--- src/design/at_command_line_parser_defines.svh ---
// Assertion macros shared by the AT command line parser modules.
// The macros expect signals named clk and rst_n in the module that uses them.
`ifndef AT_COMMAND_LINE_PARSER_DEFINES_SVH
`define AT_COMMAND_LINE_PARSER_DEFINES_SVH
`ifndef SYNTHESIS
// Checks an implication property on every rising clock edge outside reset.
`define ATCLP_ASSERT(lbl, prop, msg) \
    lbl: assert property (@(posedge clk) disable iff (!rst_n) (prop)) else $error(msg);
// Checks that a condition never holds on a rising clock edge outside reset.
`define ATCLP_ASSERT_NEVER(lbl, cond, msg) \
    lbl: assert property (@(posedge clk) disable iff (!rst_n) !(cond)) else $error(msg);
`else
`define ATCLP_ASSERT(lbl, prop, msg)
`define ATCLP_ASSERT_NEVER(lbl, cond, msg)
`endif
`endif

--- src/design/atclp_pkg.sv ---
// Shared types, character constants and helper functions of the AT command line parser.
// No dependencies.
package atclp_pkg;

    localparam int NAME_LIMIT_DEF = 32;

    localparam logic [7:0] CH_A     = 8'h41;
    localparam logic [7:0] CH_T     = 8'h54;
    localparam logic [7:0] CH_PLUS  = 8'h2B;
    localparam logic [7:0] CH_EQ    = 8'h3D;
    localparam logic [7:0] CH_QUEST = 8'h3F;
    localparam logic [7:0] CH_SPACE = 8'h20;
    localparam logic [7:0] CH_TAB   = 8'h09;
    localparam logic [7:0] CH_CR    = 8'h0D;
    localparam logic [7:0] CH_LF    = 8'h0A;

    typedef enum logic [3:0] {
        PH_A,
        PH_T,
        PH_WS1,
        PH_NAME,
        PH_WS2,
        PH_EQWS,
        PH_QWS,
        PH_ARGS,
        PH_IGNORE
    } phase_t;

    typedef enum logic [1:0] {
        CMD_EXEC = 2'd0,
        CMD_READ = 2'd1,
        CMD_TEST = 2'd2,
        CMD_SET  = 2'd3
    } cmd_class_t;

    typedef enum logic [1:0] {
        CK_NONE = 2'd0,
        CK_NAME = 2'd1,
        CK_ARG  = 2'd2
    } char_kind_t;

    typedef struct packed {
        logic [7:0] ch;
        logic       last;
    } in_item_t;

    typedef struct packed {
        logic [1:0] char_kind;
        logic [7:0] char_value;
        logic       done_res;
        logic       status;
        logic [1:0] cmd_class;
    } out_item_t;

    // Pipeline control between the result stage and the stages in front of it.
    typedef struct packed {
        logic move;     // the input register hands its transaction on this cycle
        logic blocked;  // the result register is full and stalled downstream
    } link_t;

    function automatic logic is_ws(input logic [7:0] c);
        return (c == CH_SPACE) || (c == CH_TAB) || (c == CH_CR) || (c == CH_LF);
    endfunction

    function automatic logic is_eol(input logic [7:0] c);
        return (c == CH_CR) || (c == CH_LF);
    endfunction

endpackage

--- src/design/atclp_in_stage.sv ---
// Input register of the AT command line parser: holds one character transaction.
// Depends on atclp_pkg.
module atclp_in_stage
    import atclp_pkg::*;
(
    input  logic     clk,
    input  logic     rst_n,
    input  logic     valid,
    output logic     stall,
    input  in_item_t data,
    input  link_t    link,
    output logic     vld_reg,
    output in_item_t item_reg
);

    logic take;
    logic vld_next;

    // The register can refill in the same cycle that it hands its content on.
    assign stall = vld_reg && link.blocked;
    assign take  = valid && !stall;

    always_comb
    begin
        vld_next = vld_reg;
        if (take)
        begin
            vld_next = 1'b1;
        end
        else if (link.move)
        begin
            vld_next = 1'b0;
        end
    end

    always_ff @(posedge clk or negedge rst_n)
    begin
        if (!rst_n)
        begin
            vld_reg <= 1'b0;
        end
        else
        begin
            vld_reg <= vld_next;
        end
    end

    always_ff @(posedge clk)
    begin
        if (take)
        begin
            item_reg <= data;
        end
    end

endmodule

--- src/design/atclp_parser.sv ---
// Line state machine of the AT command line parser: classifies one character per step.
// Depends on atclp_pkg and at_command_line_parser_defines.svh.
`include "at_command_line_parser_defines.svh"
module atclp_parser
    import atclp_pkg::*;
#(
    parameter int NAME_LIMIT = NAME_LIMIT_DEF
)
(
    input  logic      clk,
    input  logic      rst_n,
    input  logic      step,
    input  in_item_t  item,
    output out_item_t res
);

    localparam int CNT_W = $clog2(NAME_LIMIT + 1);

    phase_t     phase_reg, phase_next, upd_phase;
    cmd_class_t kind_reg, kind_next, upd_kind;
    logic [CNT_W-1:0] count_reg, count_next, upd_count;
    logic       failed_reg, failed_next, upd_failed;

    logic [7:0] c;
    logic       ws;
    logic       delim;
    logic [CNT_W-1:0] cnt_inc;
    logic       name_full;
    logic       take_name;
    char_kind_t emit;
    char_kind_t name_emit;
    logic       err;
    logic       line_idle;

    assign c         = item.ch;
    assign ws        = is_ws(c);
    assign delim     = ws || (c == CH_EQ) || (c == CH_QUEST);
    assign cnt_inc   = count_reg + CNT_W'(1);
    assign name_full = (cnt_inc >= CNT_W'(NAME_LIMIT));
    assign line_idle = (phase_reg == PH_A) && (count_reg == '0) && !failed_reg
                       && (kind_reg == CMD_EXEC);

    // Effect of this character on the line state, before the end-of-line clear.
    always_comb
    begin
        upd_phase  = phase_reg;
        upd_kind   = kind_reg;
        upd_count  = count_reg;
        upd_failed = failed_reg;
        take_name  = 1'b0;
        if (!failed_reg)
        begin
            case (phase_reg)
                PH_A:
                begin
                    if (c == CH_A) upd_phase = PH_T; else upd_failed = 1'b1;
                end
                PH_T:
                begin
                    if (c == CH_T) upd_phase = PH_WS1; else upd_failed = 1'b1;
                end
                PH_WS1:
                begin
                    if (c == CH_PLUS)
                    begin
                        upd_phase = PH_NAME;
                    end
                    else if (!ws)
                    begin
                        take_name = 1'b1;
                    end
                end
                PH_NAME:
                begin
                    take_name = 1'b1;
                end
                PH_WS2:
                begin
                    if (c == CH_EQ)
                    begin
                        upd_kind  = CMD_SET;
                        upd_phase = PH_EQWS;
                    end
                    else if (c == CH_QUEST)
                    begin
                        upd_kind  = CMD_READ;
                        upd_phase = PH_QWS;
                    end
                    else if (!ws)
                    begin
                        upd_phase = PH_IGNORE;
                    end
                end
                PH_EQWS:
                begin
                    if (c == CH_QUEST)
                    begin
                        upd_kind  = CMD_TEST;
                        upd_phase = PH_IGNORE;
                    end
                    else if (!ws)
                    begin
                        upd_phase = PH_ARGS;
                    end
                end
                PH_QWS:
                begin
                    if (!ws)
                    begin
                        upd_kind  = CMD_SET;
                        upd_phase = PH_ARGS;
                    end
                end
                PH_ARGS:
                begin
                    if (is_eol(c)) upd_phase = PH_IGNORE;
                end
                default:
                begin
                    upd_phase = phase_reg;
                end
            endcase

            if (take_name)
            begin
                if (delim)
                begin
                    if (count_reg == '0)
                    begin
                        upd_failed = 1'b1;
                    end
                    else if (c == CH_EQ)
                    begin
                        upd_kind  = CMD_SET;
                        upd_phase = PH_EQWS;
                    end
                    else if (c == CH_QUEST)
                    begin
                        upd_kind  = CMD_READ;
                        upd_phase = PH_QWS;
                    end
                    else
                    begin
                        upd_phase = PH_WS2;
                    end
                end
                else
                begin
                    upd_count = cnt_inc;
                    if (name_full) upd_failed = 1'b1; else upd_phase = PH_NAME;
                end
            end
        end
    end

    // Next state: the last character of a line returns everything to reset values.
    always_comb
    begin
        if (item.last)
        begin
            phase_next  = PH_A;
            kind_next   = CMD_EXEC;
            count_next  = '0;
            failed_next = 1'b0;
        end
        else
        begin
            phase_next  = upd_phase;
            kind_next   = upd_kind;
            count_next  = upd_count;
            failed_next = upd_failed;
        end
    end

    // Outputs: tagged character and, on the last character, status and type.
    always_comb
    begin
        if (delim)
        begin
            name_emit = ((c == CH_QUEST) && (count_reg != '0)) ? CK_ARG : CK_NONE;
        end
        else
        begin
            name_emit = name_full ? CK_NONE : CK_NAME;
        end

        emit = CK_NONE;
        if (!failed_reg)
        begin
            case (phase_reg)
                PH_WS1:  emit = (!ws && (c != CH_PLUS)) ? name_emit : CK_NONE;
                PH_NAME: emit = name_emit;
                PH_WS2:  emit = (c == CH_QUEST) ? CK_ARG : CK_NONE;
                PH_EQWS: emit = ws ? CK_NONE : CK_ARG;
                PH_QWS:  emit = ws ? CK_NONE : CK_ARG;
                PH_ARGS: emit = is_eol(c) ? CK_NONE : CK_ARG;
                default: emit = CK_NONE;
            endcase
        end

        err = upd_failed || (upd_phase == PH_A) || (upd_phase == PH_T)
              || (upd_phase == PH_WS1) || ((upd_phase == PH_NAME) && (upd_count == '0));

        res.char_kind  = emit;
        res.char_value = (emit != CK_NONE) ? c : 8'h00;
        res.done_res   = item.last;
        res.status     = item.last && err;
        res.cmd_class  = (item.last && !err) ? upd_kind : CMD_EXEC;
    end

    always_ff @(posedge clk or negedge rst_n)
    begin
        if (!rst_n)
        begin
            phase_reg  <= PH_A;
            kind_reg   <= CMD_EXEC;
            count_reg  <= '0;
            failed_reg <= 1'b0;
        end
        else if (step)
        begin
            phase_reg  <= phase_next;
            kind_reg   <= kind_next;
            count_reg  <= count_next;
            failed_reg <= failed_next;
        end
    end

    `ATCLP_ASSERT(a_line_end_clears, step && item.last |=> line_idle, "line state not cleared")
    `ATCLP_ASSERT(a_failed_silent, step && failed_reg |-> res.char_kind == CK_NONE, "failed emit")
    `ATCLP_ASSERT_NEVER(a_err_type, step && res.status && res.cmd_class != CMD_EXEC, "bad type")
    `ATCLP_ASSERT(a_count_bound, count_reg <= CNT_W'(NAME_LIMIT), "count overflow")

endmodule

--- src/design/atclp_out_stage.sv ---
// Result register of the AT command line parser, with its valid/stall control.
// Depends on atclp_pkg.
module atclp_out_stage
    import atclp_pkg::*;
(
    input  logic      clk,
    input  logic      rst_n,
    input  logic      src_vld,
    input  out_item_t res,
    output link_t     link,
    output logic      valid,
    input  logic      stall,
    output out_item_t data
);

    logic      vld_reg, vld_next;
    out_item_t data_reg;

    assign link.blocked = vld_reg && stall;
    assign link.move    = src_vld && !link.blocked;

    always_comb
    begin
        vld_next = vld_reg;
        if (link.move)
        begin
            vld_next = 1'b1;
        end
        else if (!stall)
        begin
            vld_next = 1'b0;
        end
    end

    always_ff @(posedge clk or negedge rst_n)
    begin
        if (!rst_n)
        begin
            vld_reg <= 1'b0;
        end
        else
        begin
            vld_reg <= vld_next;
        end
    end

    always_ff @(posedge clk)
    begin
        if (link.move)
        begin
            data_reg <= res;
        end
    end

    assign valid = vld_reg;
    assign data  = data_reg;

endmodule

--- src/design/at_command_line_parser.sv ---
// AT command line parser: one character transaction in, one result transaction out.
// An accepted character passes through the input register and then the result register.
// Throughput is one character per cycle while the output is not stalled; the line state advances in a single step.
// The input register refills while a finished result waits on a stalled output.
// Reset (rst_n low, asynchronous) empties both registers and returns the line
// state to "expect the first A" with an empty name and exec type.
module at_command_line_parser
    import atclp_pkg::*;
#(
    parameter int NAME_LIMIT = NAME_LIMIT_DEF
)
(
    input  logic      clk,
    input  logic      rst_n,
    input  logic      char_valid,
    output logic      char_stall,
    input  in_item_t  char_data,
    output logic      res_valid,
    input  logic      res_stall,
    output out_item_t res_data
);

    // Pipeline control between the result register and the stages ahead of it.
    link_t     link;
    // Character held in the input register and its valid flag.
    logic      in_vld;
    in_item_t  in_item;
    // Result computed combinationally from the held character and line state.
    out_item_t step_res;

    // Stage one: registers an accepted character transaction.
    atclp_in_stage u_in_stage (
        .clk      (clk),
        .rst_n    (rst_n),
        .valid    (char_valid),
        .stall    (char_stall),
        .data     (char_data),
        .link     (link),
        .vld_reg  (in_vld),
        .item_reg (in_item)
    );

    // The line state machine advances exactly when the held character moves
    // into the result register, so every character is parsed once, in order.
    atclp_parser #(
        .NAME_LIMIT (NAME_LIMIT)
    ) u_parser (
        .clk   (clk),
        .rst_n (rst_n),
        .step  (link.move),
        .item  (in_item),
        .res   (step_res)
    );

    // Stage two: holds the result transaction until the consumer takes it.
    atclp_out_stage u_out_stage (
        .clk     (clk),
        .rst_n   (rst_n),
        .src_vld (in_vld),
        .res     (step_res),
        .link    (link),
        .valid   (res_valid),
        .stall   (res_stall),
        .data    (res_data)
    );

endmodule
--- config.mk ---
export PLATFORM = sky130hd
export DESIGN_NAME = at_command_line_parser
export DESIGN_NICKNAME = d
export VERILOG_FILES = /design/src/design/atclp_pkg.sv /design/src/design/atclp_in_stage.sv /design/src/design/atclp_parser.sv /design/src/design/atclp_out_stage.sv /design/src/design/at_command_line_parser.sv
export VERILOG_INCLUDE_DIRS = /design/src /design/src/design
export SDC_FILE = /design/constraint.sdc
export NUM_CORES = 1
export LEC_CHECK = 0
export BUFFER_PORTS_ARGS = -buffer_cell sky130_fd_sc_hd__buf_4
export CAP_MARGIN = 20
export CORE_MARGIN = 5
export CORE_UTILIZATION = 40
export CTS_CLUSTER_DIAMETER = 50
export CTS_CLUSTER_SIZE = 28
export DETAILED_ROUTE_END_ITERATION = 8
export GPL_TIMING_DRIVEN = 1
export PLACE_DENSITY = 0.66
export SLEW_MARGIN = 5
export SYNTH_ARGS = -nofsm -noshare
export SYNTH_HDL_FRONTEND = slang
export SYNTH_HIERARCHICAL = 1
export SYNTH_SLANG_ARGS = --single-unit
--- constraint.sdc ---
create_clock -name clk -period 3.2 [get_ports clk]
set_input_delay 0.48 -clock clk [delete_from_list [all_inputs] [get_ports clk]]
set_output_delay 0.48 -clock clk [all_outputs]
set_load 0.02 [all_outputs]
## Yosys cells after proc, flatten, opt, wreduce, memory -nomap -nowiden

Index checks and enable logic that the tools add are counted.

| word-level totals | value |
|---|---|
| output and inout port bits | 16 |
| register bits after elaboration | 38 |
| input port bits | 13 |
| word-level logic and storage cells | 127 |

| operators by class | value |
|---|---|
| magnitude comparators | 1 |
| multiplexer cells | 60 |
| equal/unequal tests | 21 |
| reduce and logical (&&, ||, !) cells | 31 |
| $add $sub $neg | 1 |

Operators with widths:

| cell | number |
|---|---|
| $mux W4 | 16 |
| $mux W2 | 19 |
| $eq A8 B6 Y1 const B | 4 |
| $pmux W4 S7 | 1 |
| $eq A8 B4 Y1 const B | 3 |
| $mux W6 | 4 |
| $eq A4 B2 Y1 const B | 4 |
| $eq A4 B3 Y1 const B | 4 |
| $eq A8 B7 Y1 const B | 2 |
| $mux W1 | 16 |
| $logic_not A6 Y1 | 2 |
| $logic_or A1 B1 Y1 | 10 |
| $pmux W2 S5 | 1 |
| $logic_and A1 B1 Y1 | 9 |
| $eq A4 B1 Y1 const B | 2 |
| $logic_not A4 Y1 | 2 |
| $ne A8 B6 Y1 const B | 1 |
| $add A6 B1 Y6 const B | 1 |
| $ge A6 B6 Y1 const B | 1 |
| $pmux W2 S3 | 1 |
| $reduce_bool A6 Y1 | 1 |
| $logic_not A1 Y1 | 4 |
| $pmux W1 S2 | 2 |
| $reduce_bool A2 Y1 | 2 |
| other kinds (2) | 2 |

## Logic depth before layout (Yosys ltp)

| depth | value |
|---|---|
| word-level depth | 19 |
| depth in mapped cells | 10 |

## Hierarchy

Netlist, hierarchy kept.

Modules (own cells, without submodules):

| module | cells an instance | area each (um^2) | instances | sequential area each (um^2) |
|---|---|---|---|---|
| atclp_parser | 201 | 1477.7 | 1 | 325.3 |
| atclp_out_stage | 19 | 478.0 | 1 | 445.4 |
| atclp_in_stage | 14 | 325.3 | 1 | 295.3 |

## Worst setup path after synthesis

Ideal clock, no wire load.

| timing path | value |
|---|---|
| kind | reg-to-reg |
| start | reg u_in_stage/item_reg[3] (netlist bit) |
| end | reg u_out_stage.data_reg, in the netlist u_out_stage/data[2], data pin |
| cell stages (with the launch flop) | 9 |
| clock period less this slack | 2747 ps |
| required time | 2945 ps |
| setup time | 255 ps |
| path slack | 453 ps |
| arrival time | 2493 ps |
| buffers on the path | 0 |
| cell sequence | edfxtp_1 > or4_1 > or3_1 > nand3_2 > mux2i_1 > a221oi_2 > o311ai_1 > o32a_2 > and2_1 |

RTL lines:

| element | line | RTL |
|---|---|---|
| start: declaration | atclp_in_stage.sv:13 | `output in_item_t item_reg` |
| start signal: assignment | atclp_in_stage.sv:52 | `item_reg <= data;` |
| end signal: assignment | atclp_out_stage.sv:51 | `data_reg <= res;` |
| end: declaration | atclp_out_stage.sv:17 | `out_item_t data_reg;` |

==> impl_metrics.prom <==
# TYPE chip_impl_metric gauge
chip_impl_info{name="run_status",value="complete, no violations"} 1
chip_impl_metric{name="wl_per_cell",unit="um"} 15.6
chip_impl_metric{name="layout-area-overhead-vs-synth",unit="%"} 18.4
chip_impl_metric{name="post_syn_nets",unit=""} 249
chip_impl_metric{name="final.period_utilization",unit="%"} 94.4
chip_impl_metric{name="design.final.nets",unit=""} 283
chip_impl_info{name="worst_setup_path_end_kind",value="flip-flop"} 1
chip_impl_metric{name="final.setup.tns",unit="ps"} 0
chip_impl_metric{name="die_y",unit="um"} 85.5
chip_impl_metric{name="clk_transition_reported_paths",unit="ps"} 70
chip_impl_metric{name="buffer_ports.inserted",unit=""} 28
chip_impl_metric{name="drv_slew",unit=""} 0
chip_impl_metric{name="p_leak",unit="nW"} 1.03
chip_impl_info{name="final_cell_mix",value="buf_4 (41), edfxtp_1 (23), nand2_1 (23)"} 1
chip_impl_metric{name="post-cts-setup-buffer-count",unit=""} 0
chip_impl_metric{name="ff_latch_area",unit="sq um"} 1070
chip_impl_metric{name="syn-instance-count",unit=""} 234
chip_impl_info{name="rr_startpoint",value="u_in_stage/item_reg[4]"} 1
chip_impl_metric{name="largest_register_ff_count",unit=""} 14
chip_impl_metric{name="ff2ff_setup_slack",unit="ps"} 180
chip_impl_metric{name="numCtsBuffers",unit=""} 5
chip_impl_metric{name="grt_remaining_overflow",unit=""} 0
chip_impl_metric{name="total_area_of_multi_input_combinational_cells",unit="sq um"} 1120
chip_impl_metric{name="synth.avg_cell_area",unit="sq um"} 9.75
chip_impl_metric{name="fin_crit",unit="ps"} 3020
chip_impl_metric{name="cts.sink_count",unit=""} 38
chip_impl_metric{name="fin_worst_skew",unit="ps"} 2.28
chip_impl_metric{name="hold_viol",unit=""} 0
chip_impl_metric{name="cts_max_path_buffers",unit=""} 2
chip_impl_info{name="grt.busiest_layer",value="met2"} 1
chip_impl_metric{name="clkLatencyLatePin",unit="ps"} 280
chip_impl_metric{name="worstPathRequired",unit="ps"} 3250
chip_impl_info{name="critical_path_launch_point_type",value="flip-flop"} 1
chip_impl_info{name="timing.rr.end",value="u_out_stage/data[2]"} 1
chip_impl_metric{name="layout_setup_ws",unit="ps"} 180
chip_impl_metric{name="worst-path-max-fanout",unit=""} 8
chip_impl_metric{name="routability_cong",unit=""} 0.937
chip_impl_metric{name="dp.final_hpwl",unit="um"} 3920
chip_impl_metric{name="timing.slew.headroom",unit="%"} 57.2
chip_impl_metric{name="hold_buf_cts",unit=""} 0
chip_impl_metric{name="achievable-frequency",unit="GHz"} 0.331
chip_impl_metric{name="grt_pass1_vias",unit=""} 1846
chip_impl_metric{name="power.ir.vdd_worst",unit="uV"} 248
chip_impl_metric{name="die_area",unit="sq um"} 7310
chip_impl_metric{name="grt_start_max_net_pins",unit=""} 24
chip_impl_metric{name="power_per_cell_area",unit="nW/um^2"} 660
chip_impl_metric{name="postSynthRegisterBits",unit=""} 38
chip_impl_info{name="cts_root_buffer",value="clkbuf_8"} 1
chip_impl_metric{name="detail_route.drc_violations",unit=""} 0
chip_impl_metric{name="die_x",unit="um"} 85.5
chip_impl_metric{name="groute.usage.overall",unit="%"} 15.3
chip_impl_metric{name="vias_per_cell",unit=""} 5.64
chip_impl_metric{name="start_util",unit="%"} 41.2
chip_impl_metric{name="wl",unit="um"} 5320
chip_impl_metric{name="nFillCells",unit=""} 520
chip_impl_metric{name="drt-pass1-iter-count",unit=""} 4
chip_impl_metric{name="grt_first_pass_wirelength",unit="um"} 9030
chip_impl_info{name="cts_tree",value="built"} 1
chip_impl_metric{name="synth_cell_types",unit=""} 59
chip_impl_info{name="hp_class",value="in -> async"} 1
chip_impl_metric{name="via_count",unit=""} 1924
chip_impl_metric{name="finalSetupViolCount",unit=""} 0
chip_impl_metric{name="crit_arrival",unit="ps"} 3070
chip_impl_metric{name="cts.repair.resized",unit=""} 0
chip_impl_info{name="netlist.top_cell.by_area",value="edfxtp_1"} 1
chip_impl_info{name="setup.worst_path.class",value="reg -> reg"} 1
chip_impl_metric{name="synth.cell_area",unit="sq um"} 2280
chip_impl_metric{name="antenna_cells_inserted",unit=""} 0
chip_impl_metric{name="max_slew.worst_pin.slew",unit="ps"} 637
chip_impl_metric{name="cts.htree.levels",unit=""} 2
chip_impl_metric{name="maxCapViolations",unit=""} 0
chip_impl_metric{name="drive_gt1_share",unit="%"} 23.0
chip_impl_metric{name="synth-edff-count",unit=""} 23
chip_impl_metric{name="row_count",unit=""} 27
chip_impl_metric{name="synth_top_area_share",unit="%"} 30.3
chip_impl_metric{name="ys_seq_area_share",unit="%"} 46.7
chip_impl_info{name="mostFrequentLayoutCell",value="buf_4"} 1
chip_impl_metric{name="worst_r2r_path_depth",unit=""} 7
chip_impl_metric{name="pin_count",unit=""} 29
chip_impl_metric{name="placeableCoreArea",unit="sq um"} 5540
chip_impl_metric{name="global_route.usage.met3",unit="%"} 2.02
chip_impl_metric{name="synth-warning-count",unit=""} 6
chip_impl_metric{name="drt-initial-drc-count",unit=""} 209
chip_impl_metric{name="place_worst_setup_slack",unit="ps"} 253
chip_impl_info{name="dominant_cells_by_area_after_synthesis",value="edfxtp_1 (30%), dfrtp_1 (16%), nand2_1 (3.8%)"} 1
chip_impl_info{name="yosys_most_used_dff",value="edfxtp_1"} 1
chip_impl_metric{name="antenna_found_initial",unit=""} 0
chip_impl_metric{name="postRouteAntennaNets",unit=""} 0
chip_impl_metric{name="use_met1",unit="%"} 20.8
chip_impl_info{name="setup_repair_after_global_routing_missed_its_margin",value="false"} 1
chip_impl_metric{name="grtUsageMet2",unit="%"} 24.9
chip_impl_metric{name="asyncSetResetFlopFracSynth",unit="%"} 39.5
-- stage by stage --
step | utilization, % | power (W) | cells | hold slack, ps | area (sq um)
2_1_floorplan | - | 0.00122 | 234 | 184 | 2280
3_3_place_gp | 47.3 | 0.00148 | 333 | 347 | 2620
3_5_place_dp | 47.3 | 0.00148 | 333 | 348 | 2620
4_1_cts | 48.7 | 0.00179 | 341 | 39.9 | 2700
5_1_grt | 48.7 | 0.00190 | 341 | 42.9 | 2700
6_report | 48.7 | 0.00178 | 341 | 36.3 | 2700
-- cell usage after synthesis (2+ instances only) --
cell / number
nor3_1: 11
buf_4: 2
a211o_1: 3
a21o_1: 3
nor2_1: 18
nand2b_1: 3
dfrtp_1: 15
inv_1: 7
o211ai_1: 4
nand3b_1: 3
or3_1: 2
a211oi_1: 3
o22ai_1: 2
nand2_1: 23
a22o_1: 2
ha_1: 2
o31ai_1: 5
a32o_1: 2
and4_1: 2
and3_1: 2
o2bb2ai_1: 2
a21boi_2: 2
nor4b_1: 2
edfxtp_1: 23
nand4_1: 2
mux2i_1: 4
or4_1: 3
o21ai_0: 14
a21oi_1: 11
or3b_2: 2
nor4_1: 2
nor3b_1: 2
and2_1: 3
nand3_1: 5
clkbuf_1: 12
nor2b_1: 8
-- power by group --
group | switching (W) | internal, W | leakage, nW
registers | 0.0000823 | 0.000648 | 0.424
logic | 0.000458 | 0.000285 | 0.564
clock network | 0.000159 | 0.000150 | 0.0426
-- how the worst max path moves through the flow --
stage / slack, ps / depth (start not counted) / start / endpoint
floorplan: 450 / 8 / u_in_stage/item_reg[3] / u_out_stage/data[2]
global route: 50 / 7 / u_in_stage/item_reg[4] / u_out_stage/data[2]
finish: 180 / 7 / u_in_stage/item_reg[4] / u_out_stage/data[2]
detailed placement: 250 / 7 / u_in_stage/item_reg[4] / u_out_stage/data[2]
CTS: 240 / 7 / u_in_stage/item_reg[4] / u_out_stage/data[2]
global placement: 310 / 7 / u_in_stage/item_reg[3] / u_out_stage/data[2]
-- kinds of logic after synthesis --
family | share of synthesized area [%]
simple gates | 25.1
flops | 46.7
compound gates | 20.5
buf+inv | 3.95
mux | 2.25
xor+xnor | 0.384
fa+ha+maj | 1.10
-- cell type report --
cell class	instances	share of cell area, %
inverter	8	1.11
clock buffer	6	2.69
timing repair buffer	41	11.4
multi-input combinational	174	41.7
sequential	38	39.5
tap	72	3.34
clock inverter	2	0.324
-- routing by layer --
metal	share of wire, %	routed length [um]
met1	47	2490
met4	1.5	81
met5	0	0
met2	47	2480
met3	5.1	271
-- worst max-delay path, stage by stage (launching register included) --
cell and delay (ps):
edfxtp_1 500, or4_1 540, nor3_1 430, o31ai_1 250
a221oi_2 360, o311ai_1 150, o32a_2 380, and2_1 170
(Power assumes the default switching activity.)
